--- config.mk ---
export PLATFORM = sky130hd
export DESIGN_NAME = char_lcd_nibble_interface_top
export DESIGN_NICKNAME = d
export VERILOG_FILES = /design/src/design/lcdn_pkg.sv /design/src/design/lcdn_front.sv /design/src/design/lcdn_back.sv /design/src/design/char_lcd_nibble_interface_top.sv
export SDC_FILE = /design/constraint.sdc
export NUM_CORES = 1
export LEC_CHECK = 0
export BUFFER_PORTS_ARGS = -buffer_cell sky130_fd_sc_hd__buf_2
export CORE_MARGIN = 2
export CORE_UTILIZATION = 63
export CTS_CLUSTER_DIAMETER = 40
export DETAILED_ROUTE_END_ITERATION = 10
export PLACE_DENSITY = 0.84
export SYNTH_ARGS = -nofsm -noshare
export SYNTH_HDL_FRONTEND = slang
export SYNTH_SLANG_ARGS = --single-unit
--- constraint.sdc ---
create_clock -name i_clk -period 5 [get_ports i_clk]
set_clock_uncertainty 0.05 [all_clocks]
set_input_delay 0.5 -clock i_clk [delete_from_list [all_inputs] [get_ports i_clk]]
set_output_delay 0.5 -clock i_clk [all_outputs]
set_load 0.02 [all_outputs]
--- src/design/lcdn_pkg.sv ---
package lcdn_pkg;

    // request kinds
    localparam logic [1:0] REQ_CHAR   = 2'd0;
    localparam logic [1:0] REQ_CMD    = 2'd1;
    localparam logic [1:0] REQ_CURSOR = 2'd2;
    localparam logic [1:0] REQ_INIT   = 2'd3;

    // cursor line base addresses
    localparam logic [7:0] LINE0_BASE = 8'h80;
    localparam logic [7:0] LINE1_BASE = 8'hC0;

    // step counts and hold times
    localparam int         STEP_W      = 5;
    localparam int         HOLD_W      = 15;
    localparam logic [STEP_W-1:0] BYTE_LAST_STEP = 5'd3;
    localparam logic [STEP_W-1:0] INIT_LAST_STEP = 5'd24;
    localparam logic [HOLD_W-1:0] HOLD_STROBE    = 15'd1;
    localparam logic [HOLD_W-1:0] HOLD_NIBBLE    = 15'd50;
    localparam logic [HOLD_W-1:0] HOLD_BYTE      = 15'd100;

    // one queued job: a byte to send or the power-up sequence
    typedef struct packed {
        logic       is_init;
        logic       rs;
        logic [7:0] byte_val;
    } t_job;

    // one pin step on the result side
    typedef struct packed {
        logic              rs;
        logic              en;
        logic [3:0]        nib;
        logic [HOLD_W-1:0] hold;
        logic              last;
    } t_step;

    // one entry of the power-up sequence
    typedef struct packed {
        logic              en;
        logic [3:0]        nib;
        logic [HOLD_W-1:0] hold;
    } t_init_ent;

    // power-up sequence; entry 0 keeps the data pins, its nibble is unused
    function automatic t_init_ent init_step(input logic [STEP_W-1:0] idx);
        t_init_ent e;
        e = '{en: 1'b0, nib: 4'h0, hold: HOLD_STROBE};
        unique case (idx)
            5'd0:  e = '{en: 1'b0, nib: 4'h0, hold: 15'd20000};
            5'd1:  e = '{en: 1'b1, nib: 4'h3, hold: HOLD_STROBE};
            5'd2:  e = '{en: 1'b0, nib: 4'h3, hold: 15'd5050};
            5'd3:  e = '{en: 1'b1, nib: 4'h3, hold: HOLD_STROBE};
            5'd4:  e = '{en: 1'b0, nib: 4'h3, hold: 15'd250};
            5'd5:  e = '{en: 1'b1, nib: 4'h3, hold: HOLD_STROBE};
            5'd6:  e = '{en: 1'b0, nib: 4'h3, hold: 15'd250};
            5'd7:  e = '{en: 1'b1, nib: 4'h2, hold: HOLD_STROBE};
            5'd8:  e = '{en: 1'b0, nib: 4'h2, hold: 15'd250};
            // function set 0x28
            5'd9:  e = '{en: 1'b1, nib: 4'h2, hold: HOLD_STROBE};
            5'd10: e = '{en: 1'b0, nib: 4'h2, hold: HOLD_NIBBLE};
            5'd11: e = '{en: 1'b1, nib: 4'h8, hold: HOLD_STROBE};
            5'd12: e = '{en: 1'b0, nib: 4'h8, hold: HOLD_BYTE};
            // display on 0x0C
            5'd13: e = '{en: 1'b1, nib: 4'h0, hold: HOLD_STROBE};
            5'd14: e = '{en: 1'b0, nib: 4'h0, hold: HOLD_NIBBLE};
            5'd15: e = '{en: 1'b1, nib: 4'hC, hold: HOLD_STROBE};
            5'd16: e = '{en: 1'b0, nib: 4'hC, hold: HOLD_BYTE};
            // entry mode 0x06
            5'd17: e = '{en: 1'b1, nib: 4'h0, hold: HOLD_STROBE};
            5'd18: e = '{en: 1'b0, nib: 4'h0, hold: HOLD_NIBBLE};
            5'd19: e = '{en: 1'b1, nib: 4'h6, hold: HOLD_STROBE};
            5'd20: e = '{en: 1'b0, nib: 4'h6, hold: HOLD_BYTE};
            // clear 0x01, with the clear delay
            5'd21: e = '{en: 1'b1, nib: 4'h0, hold: HOLD_STROBE};
            5'd22: e = '{en: 1'b0, nib: 4'h0, hold: HOLD_NIBBLE};
            5'd23: e = '{en: 1'b1, nib: 4'h1, hold: HOLD_STROBE};
            5'd24: e = '{en: 1'b0, nib: 4'h1, hold: 15'd2100};
            default: e = '{en: 1'b0, nib: 4'h0, hold: HOLD_STROBE};
        endcase
        return e;
    endfunction

endpackage

--- src/design/lcdn_front.sv ---
module lcdn_front
    import lcdn_pkg::*;
(
    input  logic       i_clk,
    input  logic       i_rst_n,
    input  logic       i_push,
    input  logic [1:0] i_req_type,
    input  logic [7:0] i_value,
    input  logic       i_row,
    input  logic [5:0] i_col,
    output logic       o_full,
    output t_job       o_job,
    output logic       o_job_valid,
    input  logic       i_job_take
);

    t_job       r_mem [2];
    logic       r_wr_ptr;
    logic       r_rd_ptr;
    logic [1:0] r_count;
    t_job       n_job;
    logic [7:0] cursor_addr;
    logic       do_push;
    logic       do_pop;

    // cursor address from line base and column
    assign cursor_addr = (i_row ? LINE1_BASE : LINE0_BASE) + {2'b00, i_col};

    // classify the request into a job word
    always_comb begin
        n_job = '{is_init: 1'b0, rs: 1'b0, byte_val: i_value};
        unique case (i_req_type)
            REQ_CHAR:   n_job = '{is_init: 1'b0, rs: 1'b1, byte_val: i_value};
            REQ_CMD:    n_job = '{is_init: 1'b0, rs: 1'b0, byte_val: i_value};
            REQ_CURSOR: n_job = '{is_init: 1'b0, rs: 1'b0, byte_val: cursor_addr};
            REQ_INIT:   n_job = '{is_init: 1'b1, rs: 1'b0, byte_val: 8'h00};
            default:    n_job = '{is_init: 1'b0, rs: 1'b0, byte_val: i_value};
        endcase
    end

    // two-entry job queue
    assign o_full      = r_count[1];
    assign o_job_valid = (r_count != 2'd0);
    assign o_job       = r_mem[r_rd_ptr];
    assign do_push     = i_push && !o_full;
    assign do_pop      = i_job_take && o_job_valid;

    always_ff @(posedge i_clk) begin
        if (do_push) begin
            r_mem[r_wr_ptr] <= n_job;
        end
    end

    always_ff @(posedge i_clk) begin
        if (!i_rst_n) begin
            r_wr_ptr <= 1'b0;
            r_rd_ptr <= 1'b0;
            r_count  <= 2'd0;
        end else begin
            if (do_push) begin
                r_wr_ptr <= ~r_wr_ptr;
            end
            if (do_pop) begin
                r_rd_ptr <= ~r_rd_ptr;
            end
            if (do_push && !do_pop) begin
                r_count <= r_count + 2'd1;
            end else if (!do_push && do_pop) begin
                r_count <= r_count - 2'd1;
            end
        end
    end

endmodule

--- src/design/lcdn_back.sv ---
module lcdn_back
    import lcdn_pkg::*;
(
    input  logic              i_clk,
    input  logic              i_rst_n,
    input  t_job              i_job,
    input  logic              i_job_valid,
    output logic              o_job_take,
    output logic              o_empty,
    input  logic              i_pop,
    output logic              o_rs,
    output logic              o_en,
    output logic [3:0]        o_data_nibble,
    output logic [HOLD_W-1:0] o_hold_us,
    output logic              o_last
);

    t_job              r_job;
    logic              r_busy;
    logic [STEP_W-1:0] r_step;
    logic [3:0]        r_data_pins;
    t_step             r_mem [2];
    logic              r_wr_ptr;
    logic              r_rd_ptr;
    logic [1:0]        r_count;
    t_step             n_step;
    t_init_ent         init_ent;
    logic              emit;
    logic              do_pop;
    logic              load;

    // decode the current pin step
    assign init_ent = init_step(r_step);

    always_comb begin
        if (r_job.is_init) begin
            n_step.rs   = 1'b0;
            n_step.en   = init_ent.en;
            n_step.nib  = (r_step == '0) ? r_data_pins : init_ent.nib;
            n_step.hold = init_ent.hold;
            n_step.last = (r_step == INIT_LAST_STEP);
        end else begin
            n_step.rs   = r_job.rs;
            n_step.en   = ~r_step[0];
            n_step.nib  = r_step[1] ? r_job.byte_val[3:0] : r_job.byte_val[7:4];
            n_step.hold = r_step[0] ? (r_step[1] ? HOLD_BYTE : HOLD_NIBBLE) : HOLD_STROBE;
            n_step.last = (r_step == BYTE_LAST_STEP);
        end
    end

    // sequencer: one step a cycle while the result queue has room
    assign emit       = r_busy && !r_count[1];
    assign load       = (!r_busy || (emit && n_step.last)) && i_job_valid;
    assign o_job_take = load;

    always_ff @(posedge i_clk) begin
        if (load) begin
            r_job <= i_job;
        end
    end

    always_ff @(posedge i_clk) begin
        if (!i_rst_n) begin
            r_busy      <= 1'b0;
            r_step      <= '0;
            r_data_pins <= 4'h0;
        end else begin
            if (emit) begin
                r_data_pins <= n_step.nib;
            end
            if (load) begin
                r_busy <= 1'b1;
                r_step <= '0;
            end else if (emit) begin
                if (n_step.last) begin
                    r_busy <= 1'b0;
                    r_step <= '0;
                end else begin
                    r_step <= r_step + 5'd1;
                end
            end
        end
    end

    // two-entry result queue
    assign o_empty       = (r_count == 2'd0);
    assign do_pop        = i_pop && !o_empty;
    assign o_rs          = r_mem[r_rd_ptr].rs;
    assign o_en          = r_mem[r_rd_ptr].en;
    assign o_data_nibble = r_mem[r_rd_ptr].nib;
    assign o_hold_us     = r_mem[r_rd_ptr].hold;
    assign o_last        = r_mem[r_rd_ptr].last;

    always_ff @(posedge i_clk) begin
        if (emit) begin
            r_mem[r_wr_ptr] <= n_step;
        end
    end

    always_ff @(posedge i_clk) begin
        if (!i_rst_n) begin
            r_wr_ptr <= 1'b0;
            r_rd_ptr <= 1'b0;
            r_count  <= 2'd0;
        end else begin
            if (emit) begin
                r_wr_ptr <= ~r_wr_ptr;
            end
            if (do_pop) begin
                r_rd_ptr <= ~r_rd_ptr;
            end
            if (emit && !do_pop) begin
                r_count <= r_count + 2'd1;
            end else if (!emit && do_pop) begin
                r_count <= r_count - 2'd1;
            end
        end
    end

endmodule

--- src/design/char_lcd_nibble_interface_top.sv ---
// Character LCD driver for a 4-bit bus. Each request (write character, write
// command byte, set cursor, power-up sequence) becomes a run of pin-step words
// (rs, en, data nibble, hold time in us, last flag) that the caller plays out on
// the pins. A byte request gives 4 steps and the power-up sequence gives 25.
// The step sequencer emits one pin step per clock while the result queue has
// room; requests queue two deep in front of it and steps queue two deep
// behind it, so requests may arrive back to back and a stalled reader only
// stops the sequencer once the result queue is full. A request passes through
// the job queue and the sequencer's job register before its first step is
// written to the result queue.
module char_lcd_nibble_interface_top
    import lcdn_pkg::*;
(
    input  logic              i_clk,
    input  logic              i_rst_n,
    input  logic              push,
    output logic              full,
    input  logic [1:0]        i_req_type,
    input  logic [7:0]        i_value,
    input  logic              i_row,
    input  logic [5:0]        i_col,
    output logic              empty,
    input  logic              pop,
    output logic              o_rs,
    output logic              o_en,
    output logic [3:0]        o_data_nibble,
    output logic [HOLD_W-1:0] o_hold_us,
    output logic              o_last
);

    t_job job;
    logic job_valid;
    logic job_take;

    // request classifier and job queue
    lcdn_front u_front (
        .i_clk       (i_clk),
        .i_rst_n     (i_rst_n),
        .i_push      (push),
        .i_req_type  (i_req_type),
        .i_value     (i_value),
        .i_row       (i_row),
        .i_col       (i_col),
        .o_full      (full),
        .o_job       (job),
        .o_job_valid (job_valid),
        .i_job_take  (job_take)
    );

    // pin-step sequencer and result queue
    lcdn_back u_back (
        .i_clk         (i_clk),
        .i_rst_n       (i_rst_n),
        .i_job         (job),
        .i_job_valid   (job_valid),
        .o_job_take    (job_take),
        .o_empty       (empty),
        .i_pop         (pop),
        .o_rs          (o_rs),
        .o_en          (o_en),
        .o_data_nibble (o_data_nibble),
        .o_hold_us     (o_hold_us),
        .o_last        (o_last)
    );

endmodule

==> tab_implementation.tex, run 1 <==
\begin{tabular}{lr}
\hline
Metric & Value \\
\hline
\multicolumn{2}{l}{\textbf{Outcome}} \\
Result of the run & finished, final reports clean \\
\multicolumn{2}{l}{\textbf{Floorplan}} \\
Std-Cell Rows & 30 \\
Effective utilization at floorplan & 0.655 \\
Number of primary I/O pins & between 40 and 50 \\
Die Outline Area & slightly below 8000 um\^{}2 \\
Total core area & 6870 um\^{}2 \\
Chip width & $\sim$89 um \\
Height of the die & around 89 um \\
\multicolumn{2}{l}{\textbf{Setup path}} \\
Endpoint type of the worst setup path & flip-flop \\
Req. time, crit path & between 5 and 6 ns \\
Maximum fanout count along the critical path & 29 \\
Depth of the worst register-to-register path & 10 \\
Kind of critical path & flip-flop to flip-flop \\
Setup crit start kind & flip-flop \\
Arrival time reported for the critical path endpoint & between 3 and 4 ns \\
\multicolumn{2}{l}{\textbf{Global routing}} \\
Largest net degree at the start of global routing & 30 \\
All-Layer GR Usage & 0.210 \\
Number of antenna violations at the first check in global routing & 0 \\
Vias in the first global route & around 2.7k \\
Congestion Overflow GR & 0 \\
Wire length of the first global-routing pass & 12.4 mm \\
\multicolumn{2}{l}{\textbf{Clocking}} \\
Max Buffers Root-to-Sink & 2 \\
Post-CTS setup buffers & 0 \\
Root Buffer Master & sky130\_fd\_sc\_hd\_\_clkbuf\_8 \\
Number of gates resized after CTS & 0 \\
Number of sinks on the clock net & 101 \\
Clock tree from TritonCTS & yes \\
Htree depth & 3 \\
Clock-pin slew reported for the worst setup and hold paths after clock tree synthesis & about 0.10 ns \\
Total of hold buffers inserted after clock tree synthesis & 0 \\
Clock insertion delay at the later pin of the skew report & about 0.36 ns \\
Number of buffers added by the clock tree synthesis step & 9 \\
\multicolumn{2}{l}{\textbf{STA}} \\
Worst hold slack & just under 0.4 ns \\
Final worst slack & between 1.5 and 2 ns \\
Final worst path period need & roughly 3.2 ns \\
Slew headroom & 0.394 \\
Worst Tran Pin Value & 0.907 ns \\
Period utilization & 0.650 \\
Maximum frequency from static timing analysis & a little over 300 MHz \\
Setup repair after global routing missed its margin & false \\
Pins Over Slew Limit & 0 \\
Total negative slack for setup checks & 0 ns \\
\# setup viols final & 0 \\
Hold Fails Final Rpt & 0 \\
\multicolumn{2}{l}{\textbf{Power}} \\
Worst IR Drop VDD & between 0.3 and 0.4 mV \\
Switching power of the nets & 816 uW \\
Power Internal & 1.76 mW \\
Switching power share of the total & 0.316 \\
Power Dens Cells & between 500 and 600 nW/um\^{}2 \\
Sequential fraction of design power & 0.491 \\
Static leakage & 1.89 nW \\
Clock power frac & 0.223 \\
Combinational power share & 0.285 \\
\multicolumn{2}{l}{\textbf{Worst hold path}} \\
Class of the most critical hold timing path & input pin to flip-flop \\
Instance count along the most critical hold path & 2 \\
\multicolumn{2}{l}{\textbf{Run}} \\
Count of maximum capacitance violations & 0 \\
\multicolumn{2}{l}{\textbf{Yosys}} \\
Synth async-reset ratio & 0 \\
Mean area per synthesized cell & $\sim$12 um\^{}2 \\
Sequential share of the synthesized area & 0.596 \\
Number of enable-type register cells in the synthesized netlist & 66 \\
Nets in the synthesized netlist & 396 \\
Synth Cell Area & 4500 um\^{}2 \\
Synthesis Warnings & 0 \\
Top FF cell, synth & sky130\_fd\_sc\_hd\_\_edfxtp\_1 \\
Cells after Synth & between 300 and 400 \\
Flops \& latches, synth & between 100 and 150 \\
Post-synth cell types & 56 \\
\multicolumn{2}{l}{\textbf{Route}} \\
Average wire per cell in the routed design & between 15 and 20 um \\
DR vias & around 2.8k \\
1st-iter DRT viols & $\sim$210 \\
First-pass DRT Iterations & 4 \\
Post-route DRC & 0 \\
Via density per instance & $\sim$5.6 \\
WL final & approximately 7.6 mm \\
Final ANT Viol Nets & 0 \\
\multicolumn{2}{l}{\textbf{Place}} \\
Input/output buffers & 43 \\
Estimated wirelength of the detail-placed design & roughly 5.4 mm \\
Worst Setup Slack post-DPL & roughly 1.8 ns \\
Placer congestion estimate & 0.917 \\
\multicolumn{2}{l}{\textbf{Final layout}} \\
Layout filler cell count & between 500 and 600 \\
\# nets final & 430 \\
Post-synthesis to final-layout area growth & 10.4\% \\
Most common cell after layout, fill and taps aside & sky130\_fd\_sc\_hd\_\_edfxtp\_1 \\
Commonest cells after routing, fill and taps aside & sky130\_fd\_sc\_hd\_\_edfxtp\_1, sky130\_fd\_sc\_hd\_\_buf\_2, sky130\_fd\_sc\_hd\_\_dfxtp\_1 \\
Diodes inserted & 0 \\
Layout cell share with drive strength beyond 1 & 0.245 \\
\hline
\end{tabular}
==> flip-flops by register name, indices dropped and copies added, names as in the netlist, 2 cells and up, named ones only <==
| signal | count |
|---|---|
| u_back.r_count | 2 |
| u_back.r_job | 10 |
| u_back.init_ent | 16 |
| u_back.r_mem | 36 |
| u_back.r_step | 5 |
| u_front.r_mem | 20 |
| u_back.r_data_pins | 4 |
| u_front.r_count | 2 |
==> cells by family after synthesis <==
group | after synthesis | synth area share
XOR/XNOR | 10 | 0.0195
other | 1 | 0.000833
adder cells (fa/ha/maj) | 10 | 0.0278
multiplexers | 36 | 0.0884
buffers and inverters | 32 | 0.0331
flip-flops | 101 | 0.596
AND/OR/NAND/NOR | 99 | 0.120
AO/OA/AOI/OAI | 76 | 0.114
==> Yosys cell counts (4+ instances only) <==
cell type	n	area [um^2]
sky130_fd_sc_hd__edfxtp_1	66	1980
sky130_fd_sc_hd__dfxtp_1	35	701
sky130_fd_sc_hd__mux2_2	29	327
sky130_fd_sc_hd__nand2_1	29	109
sky130_fd_sc_hd__and2_1	15	93.8
sky130_fd_sc_hd__a21oi_1	14	70.1
sky130_fd_sc_hd__nor2_1	13	48.8
sky130_fd_sc_hd__o21ai_0	13	65.1
sky130_fd_sc_hd__ha_1	10	125
sky130_fd_sc_hd__clkbuf_1	9	33.8
sky130_fd_sc_hd__nor2b_1	9	56.3
sky130_fd_sc_hd__a22o_1	8	70.1
sky130_fd_sc_hd__inv_1	8	30.0
sky130_fd_sc_hd__xnor2_1	8	70.1
sky130_fd_sc_hd__buf_4	6	45.0
sky130_fd_sc_hd__mux2i_1	6	60.1
sky130_fd_sc_hd__nor3_1	6	30.0
sky130_fd_sc_hd__o21ai_1	6	30.0
sky130_fd_sc_hd__a211oi_1	5	37.5
sky130_fd_sc_hd__buf_2	5	25.0
sky130_fd_sc_hd__nand3_1	5	25.0
sky130_fd_sc_hd__a21boi_0	4	30.0
sky130_fd_sc_hd__a21boi_1	4	30.0
==> area by class of cell <==
type                       count  area (um^2)  area share
timing repair buffer          44          223      0.0448
tap                           96          120      0.0242
multi-input combinational    232         1670       0.336
clock inverter                 4         77.6      0.0156
clock buffer                  12          156      0.0315
inverter                      11         41.3     0.00831
sequential                   101         2680       0.540
==> stage by stage <==
stage	power (mW)	std cells	area (um^2)	utilization
6_report	2.58	500	4970	0.723
5_1_grt	2.73	500	4970	0.723
4_1_cts	2.60	500	4970	0.723
3_5_place_dp	2.03	484	4740	0.689
3_3_place_gp	2.00	484	4740	0.689
2_1_floorplan	1.83	365	4500	-
==> power by group through the flow <==
| stage | Combinational [mW] | Clock, mW | Sequential, mW |
|---|---|---|---|
| 2_1_floorplan | 0.625 | 0 | 1.21 |
| 6_report | 0.735 | 0.576 | 1.27 |
| 4_1_cts | 0.744 | 0.584 | 1.27 |
| 5_1_grt | 0.814 | 0.616 | 1.30 |
| 3_5_place_dp | 0.738 | 0 | 1.29 |
| 3_3_place_gp | 0.719 | 0 | 1.28 |
==> routing by layer <==
layer  wire, um  GRT usage
met1       3260      0.256
met2       3750      0.362
met3        327     0.0410
met4        217     0.0978
met5          0          0
==> worst max-delay path, stage by stage (launching register included) <==
cell	delay, ns
sky130_fd_sc_hd__edfxtp_1	0.89
sky130_fd_sc_hd__nor4bb_4	0.43
sky130_fd_sc_hd__a32oi_2	0.13
sky130_fd_sc_hd__inv_2	0.21
sky130_fd_sc_hd__a21o_2	0.33
sky130_fd_sc_hd__nor2_1	0.16
sky130_fd_sc_hd__inv_1	0.16
sky130_fd_sc_hd__ha_1	0.28
sky130_fd_sc_hd__o21ai_2	0.13
sky130_fd_sc_hd__mux2_2	0.28
sky130_fd_sc_hd__a21oi_1	0.12
==> final timing paths <==
kind	end	start	slack, ns
worst max-delay path	u_back.init_ent[7]	u_back.r_job[9]	1.75
worst min-delay path	u_front.r_mem[1][5]	i_col[5]	0.39
worst max register to register	u_back.init_ent[7]	u_back.r_job[9]	1.75
worst min register to register	u_back.r_data_pins[0]	u_back.r_data_pins[0]	0.41
Note: power is estimated with default switching activity, not from simulation.
==> inputs of run 2 (changes only) <==
--- a/config.mk
+++ b/config.mk
@@ -7,10 +7,10 @@
 export LEC_CHECK = 0
 export BUFFER_PORTS_ARGS = -buffer_cell sky130_fd_sc_hd__buf_2
 export CORE_MARGIN = 2
-export CORE_UTILIZATION = 63
+export CORE_UTILIZATION = 59
 export CTS_CLUSTER_DIAMETER = 40
 export DETAILED_ROUTE_END_ITERATION = 10
-export PLACE_DENSITY = 0.84
+export PLACE_DENSITY = 0.8
 export SYNTH_ARGS = -nofsm -noshare
 export SYNTH_HDL_FRONTEND = slang
 export SYNTH_SLANG_ARGS = --single-unit
==> constraint.sdc (replaced) <==
create_clock -name i_clk -period 3.1 [get_ports i_clk]
set_clock_uncertainty 0.05 [all_clocks]
set_input_delay 0.31 -clock i_clk [delete_from_list [all_inputs] [get_ports i_clk]]
set_output_delay 0.31 -clock i_clk [all_outputs]
set_load 0.02 [all_outputs]
==> run 2 against run 1 <==
Final area up 1.3%. Sequential share of layout area down 0.61 points. Worst setup slack worse by 1.5 ns. Sequential cell count unchanged. Non-clock buffer count up 9. Utilization down 3.7 points.
==> tab_implementation.tex, run 2 (same netlist as run 1, synthesis figures left out) <==
\begin{tabular}{lr}
\hline
Metric & Value \\
\hline
\multicolumn{2}{l}{\textbf{Outcome}} \\
Result of the run & finished, final reports clean \\
\multicolumn{2}{l}{\textbf{Route}} \\
WL final & roughly 7.9 mm \\
Average wire per cell in the routed design & approximately 16 um \\
Post-route DRC & 0 \\
DR vias & approximately 2.9k \\
Via density per instance & approximately 5.6 \\
Final ANT Viol Nets & 0 \\
First-pass DRT Iterations & 4 \\
1st-iter DRT viols & around 270 \\
\multicolumn{2}{l}{\textbf{Floorplan}} \\
Chip width & 91.3 um \\
Std-Cell Rows & 31 \\
Height of the die & between 90 and 100 um \\
Die Outline Area & between 8000 and 9000 um\^{}2 \\
Number of primary I/O pins & 45 \\
Effective utilization at floorplan & 0.614 \\
Total core area & approximately 7300 um\^{}2 \\
\multicolumn{2}{l}{\textbf{STA}} \\
Final worst path period need & 2.84 ns \\
Total negative slack for setup checks & 0 ns \\
Slew headroom & 0.385 \\
Hold Fails Final Rpt & 0 \\
Setup repair after global routing missed its margin & false \\
Worst Tran Pin Value & around 0.9 ns \\
\# setup viols final & 0 \\
Period utilization & 0.917 \\
Pins Over Slew Limit & 0 \\
Maximum frequency from static timing analysis & about 350 MHz \\
\multicolumn{2}{l}{\textbf{Global routing}} \\
All-Layer GR Usage & 0.209 \\
Congestion Overflow GR & 0 \\
Number of antenna violations at the first check in global routing & 0 \\
Vias in the first global route & roughly 2.9k \\
Wire length of the first global-routing pass & 13.6 mm \\
Largest net degree at the start of global routing & 19 \\
\multicolumn{2}{l}{\textbf{Final layout}} \\
Commonest cells after routing, fill and taps aside & sky130\_fd\_sc\_hd\_\_edfxtp\_1, sky130\_fd\_sc\_hd\_\_buf\_2, sky130\_fd\_sc\_hd\_\_dfxtp\_1 \\
Layout cell share with drive strength beyond 1 & 0.271 \\
Post-synthesis to final-layout area growth & 11.8\% \\
Diodes inserted & 0 \\
Most common cell after layout, fill and taps aside & sky130\_fd\_sc\_hd\_\_edfxtp\_1 \\
Top reg by flops & u\_back.r\_mem \\
Count of non-filler cells in the finished layout & 512 \\
\# nets final & 439 \\
Flip-flop count of the largest register after layout & 36 \\
Post-layout utilization of the core & 0.687 \\
\multicolumn{2}{l}{\textbf{Place}} \\
Input/output buffers & 43 \\
Estimated wirelength of the detail-placed design & 5.61 mm \\
Placer congestion estimate & about 0.90 \\
Number of placed cells counting well taps & 496 \\
\multicolumn{2}{l}{\textbf{Setup path}} \\
Endpoint type of the worst setup path & flip-flop \\
Maximum fanout count along the critical path & 11 \\
Setup crit start kind & flip-flop \\
Kind of critical path & flip-flop to flip-flop \\
Req. time, crit path & 3.33 ns \\
Arrival time reported for the critical path endpoint & between 3 and 4 ns \\
\multicolumn{2}{l}{\textbf{Clocking}} \\
Post-CTS setup buffers & 0 \\
Htree depth & 3 \\
Number of buffers added by the clock tree synthesis step & 9 \\
Clock tree from TritonCTS & yes \\
Clock-pin slew reported for the worst setup and hold paths after clock tree synthesis & 0.10 ns \\
Clock insertion delay at the later pin of the skew report & $\sim$0.36 ns \\
Number of sinks on the clock net & $\sim$100 \\
Total of hold buffers inserted after clock tree synthesis & 0 \\
Max Buffers Root-to-Sink & 2 \\
Root Buffer Master & sky130\_fd\_sc\_hd\_\_clkbuf\_8 \\
\multicolumn{2}{l}{\textbf{Power}} \\
Worst IR Drop VDD & approximately 0.4 mV \\
Static leakage & between 1.5 and 2 nW \\
Power Dens Cells & around 830 nW/um\^{}2 \\
Overall power of the completed layout & about 4.2 mW \\
\multicolumn{2}{l}{\textbf{Worst hold path}} \\
Class of the most critical hold timing path & input pin to flip-flop \\
\multicolumn{2}{l}{\textbf{Run}} \\
Count of maximum capacitance violations & 0 \\
\hline
\end{tabular}
## run 2: changes by cell type in the layout (fill, tap and decap cells not counted), sizes merged
cell,change
clkinv,-1
inv,+1
clkbuf,-2
clkinvlp,+2
buf,+9
## run 2: critical path, cell delays in order, from the launching register on
cell and delay, ns:
sky130_fd_sc_hd__dfxtp_2 0.45, sky130_fd_sc_hd__nor4bb_4 0.44, sky130_fd_sc_hd__a32oi_2 0.13, sky130_fd_sc_hd__inv_2 0.22
sky130_fd_sc_hd__nor3_1 0.09, sky130_fd_sc_hd__a21oi_2 0.24, sky130_fd_sc_hd__nor2_1 0.16, sky130_fd_sc_hd__inv_1 0.14
sky130_fd_sc_hd__ha_1 0.27, sky130_fd_sc_hd__o21ai_2 0.13, sky130_fd_sc_hd__mux2_2 0.29, sky130_fd_sc_hd__a21oi_1 0.15
## run 2: power by group
group	total, mW	switching (mW)	internal (mW)
clock	0.910	0.447	0.463
combinational	1.28	0.752	0.527
sequential	2.00	0.157	1.84
## run 2: stage by stage
stage          hold WS, ns  instance area (um^2)  worst slack [ns]
6_report             0.195                  5030             0.257
5_1_grt              0.192                  5030           0.00342
4_1_cts              0.169                  5030             0.205
3_5_place_dp         0.403                  4810             0.281
3_3_place_gp         0.391                  4810             0.402
2_1_floorplan        0.385                  4500             0.678
## run 2: final timing paths
check | slack, ns | endpoint | depth (start not counted) | startpoint
worst min register to register | 0.41 | u_back.r_data_pins[2] | 2 | u_back.r_data_pins[2]
worst max-delay path | 0.26 | u_back.init_ent[7] | 11 | u_back.r_step[4]
worst max register to register | 0.26 | u_back.init_ent[7] | 11 | u_back.r_step[4]
worst min-delay path | 0.19 | u_front.r_mem[0][7] | 2 | i_value[7]
## run 2: what timing repair did
item / in CTS / in global routing
setup endpoints to repair: 0 / 4
gates resized for setup: 0 / 3
hold endpoints to repair: 0 / 0
## run 2: cell type report
cell class                 instances  area [um^2]
clock buffer                      10          128
clock inverter                     6         95.1
fill                             540         2300
inverter                          11         41.3
multi-input combinational        232         1670
sequential                       101         2690
tap                               99          124
timing repair buffer              53          290
## run 2: routing by layer
metal | GRT usage | up-vias | routed length, um | share of wire
li1 | - | 1412 | - | -
met1 | 0.258 | 1342 | 3310 | 0.42
met2 | 0.359 | 92 | 4010 | 0.51
met3 | 0.0324 | 15 | 433 | 0.055
met4 | 0.102 | 0 | 178 | 0.022
met5 | 0 | - | 0 | 0
==> inputs of run 3 (changes only) <==
--- a/config.mk
+++ b/config.mk
@@ -7,10 +7,11 @@
 export LEC_CHECK = 0
 export BUFFER_PORTS_ARGS = -buffer_cell sky130_fd_sc_hd__buf_2
 export CORE_MARGIN = 2
-export CORE_UTILIZATION = 59
+export CORE_UTILIZATION = 61
+export CTS_BUF_LIST = sky130_fd_sc_hd__clkbuf_8
 export CTS_CLUSTER_DIAMETER = 40
 export DETAILED_ROUTE_END_ITERATION = 10
-export PLACE_DENSITY = 0.8
+export PLACE_DENSITY = 0.82
 export SYNTH_ARGS = -nofsm -noshare
 export SYNTH_HDL_FRONTEND = slang
 export SYNTH_SLANG_ARGS = --single-unit
==> run 3 against run 2 <==
Combinational power about the same. Hold slack better by 0.0063 ns. Critical path depth unchanged. Highest routed layer unchanged. Utilization up 0.93 points. Routed wire length up 3.2%. Maximum frequency up 1.9%. Power down 1.9%. Largest cell class unchanged. First-iteration DRC count down 33%.
==> tab_implementation.tex, run 3 (same netlist as run 1, synthesis figures left out) <==
\begin{tabular}{lr}
\hline
Metric & Value \\
\hline
\multicolumn{2}{l}{\textbf{Outcome}} \\
Result of the run & finished, final reports clean \\
\multicolumn{2}{l}{\textbf{Setup path}} \\
Kind of critical path & flip-flop to flip-flop \\
CP max-delay cell & sky130\_fd\_sc\_hd\_\_nor4bb\_4 \\
Maximum fanout count along the critical path & 11 \\
Setup crit start kind & flip-flop \\
Critical Path, Cell by Cell & nor4bb\_4 -> a32oi\_2 -> inv\_2 -> nor3\_1 -> a21oi\_2 -> nor2\_1 -> inv\_1 -> ha\_1 -> o21ai\_2 -> mux2\_2 -> a21oi\_1 \\
Depth of the worst register-to-register path & 11 \\
Arrival time reported for the critical path endpoint & around 3 ns \\
Endpoint type of the worst setup path & flip-flop \\
Reg-to-reg critical path endpoint & u\_back.init\_ent[7] \\
Launching point of the worst reg2reg path & u\_back.r\_step[0] \\
Req. time, crit path & 3.33 ns \\
Max incr delay on CP & 0.44 ns \\
R2r setup slk & about 0.31 ns \\
\multicolumn{2}{l}{\textbf{Global routing}} \\
Wire length of the first global-routing pass & about 14 mm \\
Vias in the first global route & approximately 2.9k \\
Largest net degree at the start of global routing & 20 \\
Congestion Overflow GR & 0 \\
Number of antenna violations at the first check in global routing & 0 \\
All-Layer GR Usage & 0.218 \\
\multicolumn{2}{l}{\textbf{Power}} \\
Power Internal & roughly 2.7 mW \\
Overall power of the completed layout & 4.11 mW \\
Clock power frac & 0.196 \\
Static leakage & a little under 2 nW \\
Worst IR Drop VDD & 0.504 mV \\
Sequential fraction of design power & 0.491 \\
Switching power of the nets & 1.37 mW \\
Switching power share of the total & 0.333 \\
Combinational power share & 0.313 \\
Power Dens Cells & between 800 and 900 nW/um\^{}2 \\
\multicolumn{2}{l}{\textbf{Floorplan}} \\
Std-Cell Rows & 31 \\
Height of the die & between 80 and 90 um \\
Die Outline Area & between 8000 and 9000 um\^{}2 \\
Chip width & about 90 um \\
Effective utilization at floorplan & 0.624 \\
Number of primary I/O pins & 45 \\
Total core area & slightly above 7000 um\^{}2 \\
\multicolumn{2}{l}{\textbf{STA}} \\
Hold Fails Final Rpt & 0 \\
Final worst path period need & $\sim$2.8 ns \\
Pins Over Slew Limit & 0 \\
Maximum frequency from static timing analysis & $\sim$360 MHz \\
Worst Tran Pin Value & just under 1 ns \\
Period utilization & 0.900 \\
Slew headroom & 0.351 \\
Setup repair after global routing missed its margin & false \\
\# setup viols final & 0 \\
Worst hold slack & around 0.2 ns \\
Total negative slack for setup checks & 0 ns \\
\multicolumn{2}{l}{\textbf{Final layout}} \\
Post-synthesis to final-layout area growth & 11.6\% \\
\# nets final & around 440 \\
Layout cell share with drive strength beyond 1 & 0.267 \\
Most common cell after layout, fill and taps aside & sky130\_fd\_sc\_hd\_\_edfxtp\_1 \\
Flip-flop count of the largest register after layout & 36 \\
Post-layout utilization of the core & 0.696 \\
Diodes inserted & 0 \\
Top reg by flops & u\_back.r\_mem \\
Commonest cells after routing, fill and taps aside & sky130\_fd\_sc\_hd\_\_edfxtp\_1, sky130\_fd\_sc\_hd\_\_buf\_2, sky130\_fd\_sc\_hd\_\_dfxtp\_1 \\
\multicolumn{2}{l}{\textbf{Clocking}} \\
Post-CTS setup buffers & 0 \\
Clock-pin slew reported for the worst setup and hold paths after clock tree synthesis & $\sim$0.10 ns \\
Number of buffers added by the clock tree synthesis step & 9 \\
Clock insertion delay at the later pin of the skew report & between 0.3 and 0.4 ns \\
Root Buffer Master & sky130\_fd\_sc\_hd\_\_clkbuf\_8 \\
Number of gates resized after CTS & 0 \\
Number of sinks on the clock net & 101 \\
Htree depth & 3 \\
Clock tree from TritonCTS & yes \\
Max Buffers Root-to-Sink & 2 \\
Total of hold buffers inserted after clock tree synthesis & 0 \\
\multicolumn{2}{l}{\textbf{Route}} \\
First-pass DRT Iterations & 4 \\
Final ANT Viol Nets & 0 \\
Post-route DRC & 0 \\
Via density per instance & around 5.6 \\
Average wire per cell in the routed design & $\sim$16 um \\
DR vias & between 2k and 3k \\
WL final & $\sim$8.2 mm \\
1st-iter DRT viols & 181 \\
\multicolumn{2}{l}{\textbf{Run}} \\
Count of maximum capacitance violations & 0 \\
\multicolumn{2}{l}{\textbf{Place}} \\
Input/output buffers & 43 \\
Estimated wirelength of the detail-placed design & 6.08 mm \\
Placer congestion estimate & around 0.85 \\
\multicolumn{2}{l}{\textbf{Worst hold path}} \\
Instance count along the most critical hold path & 2 \\
Class of the most critical hold timing path & input pin to flip-flop \\
End of the worst hold path & u\_front.r\_mem[0][8] \\
Source of the worst hold timing path & i\_req\_type[0] \\
\hline
\end{tabular}
[run 3: changes by cell type in the layout (fill, tap and decap cells not counted), sizes merged]
cell	change
bufinv	-1
buf	+3
clkbuf	-1
inv	+1
clkinv	+2
clkinvlp	-1
[run 3: layout make-up]
| type | count | area [um^2] |
|---|---|---|
| fill | 524 | 2190 |
| sequential | 101 | 2680 |
| clock buffer | 9 | 124 |
| multi-input combinational | 232 | 1670 |
| clock inverter | 7 | 67.6 |
| tap | 99 | 124 |
| timing repair buffer | 56 | 313 |
| inverter | 11 | 41.3 |
[run 3: through the flow]
step / cells / setup slack, ns / area (um^2)
after CTS: 515 / 0.365 / 5020
after global routing: 515 / 0.125 / 5020
final: 515 / 0.311 / 5020
after floorplan: 365 / 0.678 / 4500
after global placement: 499 / 0.538 / 4830
after detailed placement: 499 / 0.393 / 4830
[run 3: worst max-delay path by stage]
stage                           startpoint            endpoint  slack (ns)  depth (start not counted)
after floorplan            u_back.r_job[9]  u_back.init_ent[7]        0.68                         12
after global placement     u_back.r_job[9]  u_back.init_ent[7]        0.54                         11
final                     u_back.r_step[0]  u_back.init_ent[7]        0.31                         11
after detailed placement  u_back.r_step[0]  u_back.init_ent[7]        0.39                         11
after CTS                 u_back.r_step[0]  u_back.init_ent[7]        0.37                         11
after global routing      u_back.r_step[0]  u_back.init_ent[7]        0.13                         11
[run 3: worst max-delay path, delay by kind of cell (launching register included)]
family                   cells  cell delay [ns]
AND/OR/NAND/NOR              3             0.68
AO/OA/AOI/OAI                4             0.63
buffers and inverters        2             0.35
flip-flops                   1             0.41
multiplexers                 1             0.28
adder cells (fa/ha/maj)      1             0.29
[run 3: metal layers]
metal	track usage	wire, um	vias to the layer above
met3	0.0369	322	13
met2	0.382	4140	81
met5	0	0	-
met4	0.112	233	0
met1	0.260	3490	1397
li1	-	-	1416
[run 3: power by group through the flow]
| stage | logic [mW] | clock network (mW) | registers [mW] |
|---|---|---|---|
| finish | 1.29 | 0.805 | 2.01 |
| global route | 1.41 | 0.873 | 2.05 |
| CTS | 1.29 | 0.823 | 2.02 |
| detailed placement | 1.29 | 0 | 2.05 |
| global placement | 1.26 | 0 | 2.03 |
| floorplan | 1.01 | 0 | 1.95 |
